--- config.mk ---
export PLATFORM = sky130hd
export DESIGN_NAME = rcf_ctrl
export DESIGN_NICKNAME = d
export VERILOG_FILES = /design/src/design/rcf_pkg.sv /design/src/design/rcf_ctrl.sv
export SDC_FILE = /design/constraint.sdc
export NUM_CORES = 1
export LEC_CHECK = 0
export BUFFER_PORTS_ARGS = -buffer_cell sky130_fd_sc_hd__buf_2
export CORE_AREA = 2 2 98 100
export CTS_CLUSTER_DIAMETER = 50
export DETAILED_ROUTE_END_ITERATION = 6
export DIE_AREA = 0 0 100 102
export GPL_ROUTABILITY_DRIVEN = 0
export PLACE_DENSITY = 0.89
export SLEW_MARGIN = 5
export SYNTH_ARGS = -nofsm -noshare
export SYNTH_HDL_FRONTEND = slang
export SYNTH_SLANG_ARGS = --single-unit
--- constraint.sdc ---
create_clock -name clock -period 4 [get_ports clock]
set_input_delay 0.8 -clock clock [delete_from_list [all_inputs] [get_ports clock]]
set_output_delay 0.8 -clock clock [all_outputs]
set_load 0.1 [all_outputs]
--- src/design/rcf_pkg.sv ---
package rcf_pkg;

   // Memory geometry and field widths
   localparam int WORD_W    = 32;
   localparam int MEM_DEPTH = 1024;
   localparam int ADDR_W    = $clog2(MEM_DEPTH);
   localparam int CNT_W     = 11;

   localparam logic [CNT_W-1:0] DEPTH_CNT = CNT_W'(MEM_DEPTH);
   localparam logic [CNT_W-1:0] HALF_CNT  = CNT_W'(MEM_DEPTH / 2);
   localparam logic [CNT_W-1:0] CAP_RESET = CNT_W'(8);
   localparam logic [CNT_W-1:0] CAP_MIN   = CNT_W'(1);

   typedef enum logic [0:0] {
      CMD_PUSH = 1'b0,
      CMD_POP  = 1'b1
   } rcf_cmd_type;

   typedef enum logic [1:0] {
      STS_DONE  = 2'd0,
      STS_EMPTY = 2'd1,
      STS_FULL  = 2'd2
   } rcf_status_type;

   typedef enum logic [0:0] {
      ST_IDLE = 1'b0,
      ST_READ = 1'b1
   } rcf_state_type;

   typedef struct packed {
      rcf_cmd_type               command;
      logic signed [WORD_W-1:0]  push_value;
   } rcf_req_type;

   typedef struct packed {
      logic signed [WORD_W-1:0]  pop_value;
      rcf_status_type            status;
      logic [CNT_W-1:0]          fill_count;
      logic [CNT_W-1:0]          capacity_now;
   } rcf_rsp_type;

   typedef struct packed {
      logic                      wr_en;
      logic [ADDR_W-1:0]         wr_addr;
      logic [WORD_W-1:0]         wr_data;
      logic                      rd_en;
      logic [ADDR_W-1:0]         rd_addr;
   } rcf_mem_req_type;

endpackage

--- src/design/rcf_ctrl.sv ---
module rcf_ctrl (
   input  logic                          clock,
   input  logic                          reset,
   input  logic                          csr_wr_en,
   input  logic [rcf_pkg::CNT_W-1:0]     csr_wr_data,
   input  logic                          item_valid,
   input  rcf_pkg::rcf_req_type          item,
   output rcf_pkg::rcf_mem_req_type      mem_req,
   input  logic [rcf_pkg::WORD_W-1:0]    mem_rd_data,
   output logic                          busy,
   output logic                          res_valid,
   output rcf_pkg::rcf_rsp_type          res_data
);
   import rcf_pkg::*;

   rcf_state_type       state_ff, state_in;
   logic [ADDR_W-1:0]   head_ff, head_in;
   logic [ADDR_W-1:0]   tail_ff, tail_in;
   logic [CNT_W-1:0]    count_ff, count_in;
   logic [CNT_W-1:0]    cap_ff, cap_in;
   logic [CNT_W-1:0]    clamped_cap;

   // Register write value limited to 1..depth
   always_comb begin
      if (csr_wr_data == '0) begin
         clamped_cap = CAP_MIN;
      end else if (csr_wr_data > DEPTH_CNT) begin
         clamped_cap = DEPTH_CNT;
      end else begin
         clamped_cap = csr_wr_data;
      end
   end

   always_ff @(posedge clock) begin
      if (reset) begin
         state_ff    <= ST_IDLE;
         head_ff     <= '0;
         tail_ff     <= '0;
         count_ff    <= '0;
         cap_ff      <= CAP_RESET;
      end else begin
         state_ff    <= state_in;
         head_ff     <= head_in;
         tail_ff     <= tail_in;
         count_ff    <= count_in;
         cap_ff      <= cap_in;
      end
   end

   // The words sit in a ring over the whole memory, so a resize only
   // changes the capacity bookkeeping; the oldest word is always at head.
   always_comb begin
      state_in    = state_ff;
      head_in     = head_ff;
      tail_in     = tail_ff;
      count_in    = count_ff;
      cap_in      = cap_ff;
      mem_req     = '0;
      res_valid   = 1'b0;
      res_data    = '0;

      case (state_ff)
         ST_IDLE: begin
            if (item_valid) begin
               if (item.command == CMD_PUSH) begin
                  if (count_ff >= cap_ff) begin
                     res_data.status = STS_FULL;
                  end else begin
                     mem_req.wr_en   = 1'b1;
                     mem_req.wr_addr = tail_ff;
                     mem_req.wr_data = item.push_value;
                     tail_in         = tail_ff + 1'b1;
                     count_in        = count_ff + 1'b1;
                     // grow when full and the double still fits
                     if ((count_in == cap_ff) && (cap_ff <= HALF_CNT)) begin
                        cap_in = {cap_ff[CNT_W-2:0], 1'b0};
                     end
                     res_data.status = STS_DONE;
                  end
                  res_valid             = 1'b1;
                  res_data.fill_count   = count_in;
                  res_data.capacity_now = cap_in;
               end else begin
                  if (count_ff == '0) begin
                     res_valid             = 1'b1;
                     res_data.status       = STS_EMPTY;
                     res_data.fill_count   = count_ff;
                     res_data.capacity_now = cap_ff;
                  end else begin
                     mem_req.rd_en   = 1'b1;
                     mem_req.rd_addr = head_ff;
                     head_in         = head_ff + 1'b1;
                     count_in        = count_ff - 1'b1;
                     // shrink at a quarter full
                     if ((cap_ff > CAP_MIN) && (count_in <= (cap_ff >> 2))) begin
                        cap_in = cap_ff >> 1;
                     end
                     state_in = ST_READ;
                  end
               end
            end
         end
         ST_READ: begin
            // read data of the pop is back
            res_valid             = 1'b1;
            res_data.pop_value    = mem_rd_data;
            res_data.status       = STS_DONE;
            res_data.fill_count   = count_ff;
            res_data.capacity_now = cap_ff;
            state_in              = ST_IDLE;
         end
         default: begin
            state_in = ST_IDLE;
         end
      endcase

      // Register write restarts the queue
      if (csr_wr_en) begin
         cap_in      = clamped_cap;
         count_in    = '0;
         head_in     = '0;
         tail_in     = '0;
      end
   end

   assign busy = (state_ff == ST_READ);

endmodule

==> flow_metrics.tcl <==
set metrics [dict create \
    nets 895 \
    slew-limit-headroom_pct 38.6 \
    drtIter0Drc 896 \
    layout-drive-gt1-share_pct 38.9 \
    max_stage_delay_ns 0.47 \
    min-delay-start "head_ff[9]" \
    grt_pass1_vias 5519 \
    io_buffers 191 \
    die_w_um 100 \
    cts_tree "built" \
    grt_max_degree 47 \
    power.density_mw_per_mm2 288 \
    crit_path_start "cap_ff[10]" \
    diodes 0 \
    min_period_over_period_pct 102 \
    power_switching_share_pct 48.2 \
    die_height_um 102 \
    start_util_pct 47.8 \
    synth_area_mm2 0.00435 \
    final_antenna_net_count 0 \
    routed_wl_um 18300 \
    p_seq_share_pct 24.0 \
    dieArea_mm2 0.0102 \
    synth_fp_nets 703 \
    place_inst 887 \
    syn_avg_cell_area_um2 7.27 \
    ys_types 62 \
    grt_pass1_wl_um 27900 \
    antenna_found_initial 0 \
    yosysMostFrequentCell "and2_1" \
    cp.required_ns 3.20 \
    violations "design-rule violations, negative setup slack" \
    rr_worst_depth 13 \
    numCtsBuffers 5 \
    tightest_slew_ns 0.921 \
    clockBufferDepth 2 \
    cts_num_sinks 43 \
    power.clock.fraction_pct 18.4 \
    end_kind "output port" \
    critPathMaxFanout 11 \
    crit_family "compound AO/OA/AOI/OAI gates" \
    status "complete, but fails checks" \
    ctsHoldBuffers 0 \
    areaGrowthSynthToFinish_pct 59.5 \
    synth_area_leader_cell "dfxtp_1" \
    p_switching_uw 962 \
    final_hold_viol_count 0 \
    fin_cells 903 \
    route.vias.total 5698 \
    cp_cell_sequence "inv_1 > ha_1 > a2111oi_2 > o21ai_0 > a211oi_2 > buf_4 > or2_4 > buf_4 > nand3_1 > o21ai_2 > buf_2" \
    ys_seq_area_share_pct 19.8 \
    wire_per_inst_um 20.3 \
    reg2reg_from "count_ff[3]" \
    worst_path_max_delay_cell "a2111oi_2" \
    fin_util_pct 76.2 \
    intPower_mw 1.03 \
    fmax_mhz 246 \
    cts_root_buf "clkbuf_8" \
    min_path_cells 2 \
    setup_viol 48 \
    io_pins 192 \
    holdCritPathClass "reg2reg" \
    track_usage_pct 34.6 \
    path_buf_inv 4 \
    core_area_mm2 0.00911 \
    viasPerCell 6.31 \
    grt-ovfl-total 0 \
    rows 35 \
    setup_ws_ns -0.0695 \
    ys_seq_elements 43 \
    ir_worst_vdd_mv 0.202 \
    startpoint_type "register" \
    cp_common_cell "buf_4" \
    ys_warn_count 0 \
    worstPathArrival_ns 3.27 \
    maxCapViolCount 0 \
    drtPass1Iterations 7 \
    fin_crit_ns 4.07 \
    clock_latency_ns 0.31 \
    synthTopCellsByArea "dfxtp_1, and2_1, ha_1, nor2_1, xnor2_1" \
    h-tree-depth 2 \
    synthTopCellsByCount "and2_1, nor2_1, dfxtp_1" \
    synthesis.instances 599 \
    path_depth 11 \
    drv_slew 0 \
    dp_hpwl_um 13600 \
    crit_type "reg2out" \
    netlist.area_leader.share_pct 19.8 \
    synth-edff-count 0 \
    synth_ff_type "dfxtp_1" \
    finClkSkew_ns 0.00473 \
    p_leak_nw 3.09 \
    drc 7 \
    clk_pin_slew_ns 0.09 \
    async_flop_share_pct 0 \
    power_frac_comb_pct 57.6 \
]
final timing paths:
kind,endpoint,slack [ns]
setup / recovery,res_data[17],-0.07
hold / removal,head_ff[9],0.51
setup reg to reg,cap_ff[8],0.20
hold reg to reg,head_ff[9],0.51
worst register-to-register path, delay by kind of cell, from the launching register on:
| kind | cells | cell delay, ns |
|---|---|---|
| compound gates | 4 | 0.99 |
| buf+inv | 2 | 0.48 |
| flops | 1 | 0.43 |
| fa+ha+maj | 1 | 0.32 |
| simple gates | 5 | 1.33 |
| xor+xnor | 1 | 0.15 |
final cells by class:
class	instances	area, um^2
tap	111	139
inverter	24	90.1
timing repair buffer	232	2300
multi-input combinational	485	3430
sequential	43	863
clock buffer	6	82.6
fill	536	2170
clock inverter	2	35.0
cells in the final DEF (no fill, tap or decap), types with 6 or more instances in the layout:
cell type and count:
nor3_1 15, o2bb2ai_1 6, o21ai_0 20, ha_1 23
nand3_1 17, nor2_1 53, buf_4 41, o2111ai_1 6
buf_12 68, clkbuf_8 6, a31oi_1 6, and2_4 10
a21o_1 7, a21oi_1 34, dfxtp_1 41, inv_1 22
and2_2 12, a22o_2 9, and3_1 6, nand2_1 35
buf_2 120, and2_1 67, xor2_1 20, o31ai_1 10
xnor2_1 20
cell families after synthesis:
group,Yosys count,synth area share (%)
AO/OA/AOI/OAI,160,25.8
XOR/XNOR,40,8.05
adder cells (fa/ha/maj),24,6.90
buffers and inverters,72,6.73
flip-flops,43,19.8
multiplexers,6,1.47
AND/OR/NAND/NOR,254,31.2
flip-flops by register name, indices dropped and copies added (netlist names):
| signal | cells |
|---|---|
| tail_ff | 10 |
| count_ff | 11 |
| busy | 1 |
| head_ff | 10 |
| cap_ff | 11 |
metal layers:
metal | GRT usage, % | up-vias | part of all wire [%]
met3 | 8.69 | 143 | 12
met1 | 37.8 | 2557 | 32
met5 | 0 | - | 0
met4 | 19.0 | 0 | 7.1
li1 | - | 2510 | -
met2 | 61.9 | 488 | 48
per-stage QoR:
stage	instance area [um^2]	setup TNS [ns]	hold WS [ns]	power, mW	setup WS [ns]
6_report	6940	-1.36	0.511	2.00	-0.0695
4_1_cts	6850	0	0.511	1.94	0.00608
5_1_grt	6940	-6.04	0.540	2.06	-0.141
3_3_place_gp	6690	0	0.479	1.54	0.137
3_5_place_dp	6690	0	0.498	1.56	0.0483
2_1_floorplan	4520	-1.03	0.454	1.21	-0.177
power by group through the flow:
stage          registers, mW  clock network [mW]  logic [mW]
6_report               0.478               0.368        1.15
5_1_grt                0.480               0.382        1.20
4_1_cts                0.476               0.365        1.10
3_5_place_dp           0.485                   0        1.08
3_3_place_gp           0.484                   0        1.06
2_1_floorplan          0.473                   0       0.741
what timing repair did:
action                                  CTS  global route
gates resized for setup                  11            18
setup buffers                             3             4
pin swaps                                 2             2
hold endpoints to repair                  0             0
endpoints found under the setup margin   60            71
cloned                                    0             1
No activity file was read; power rests on OpenSTA's default activity.
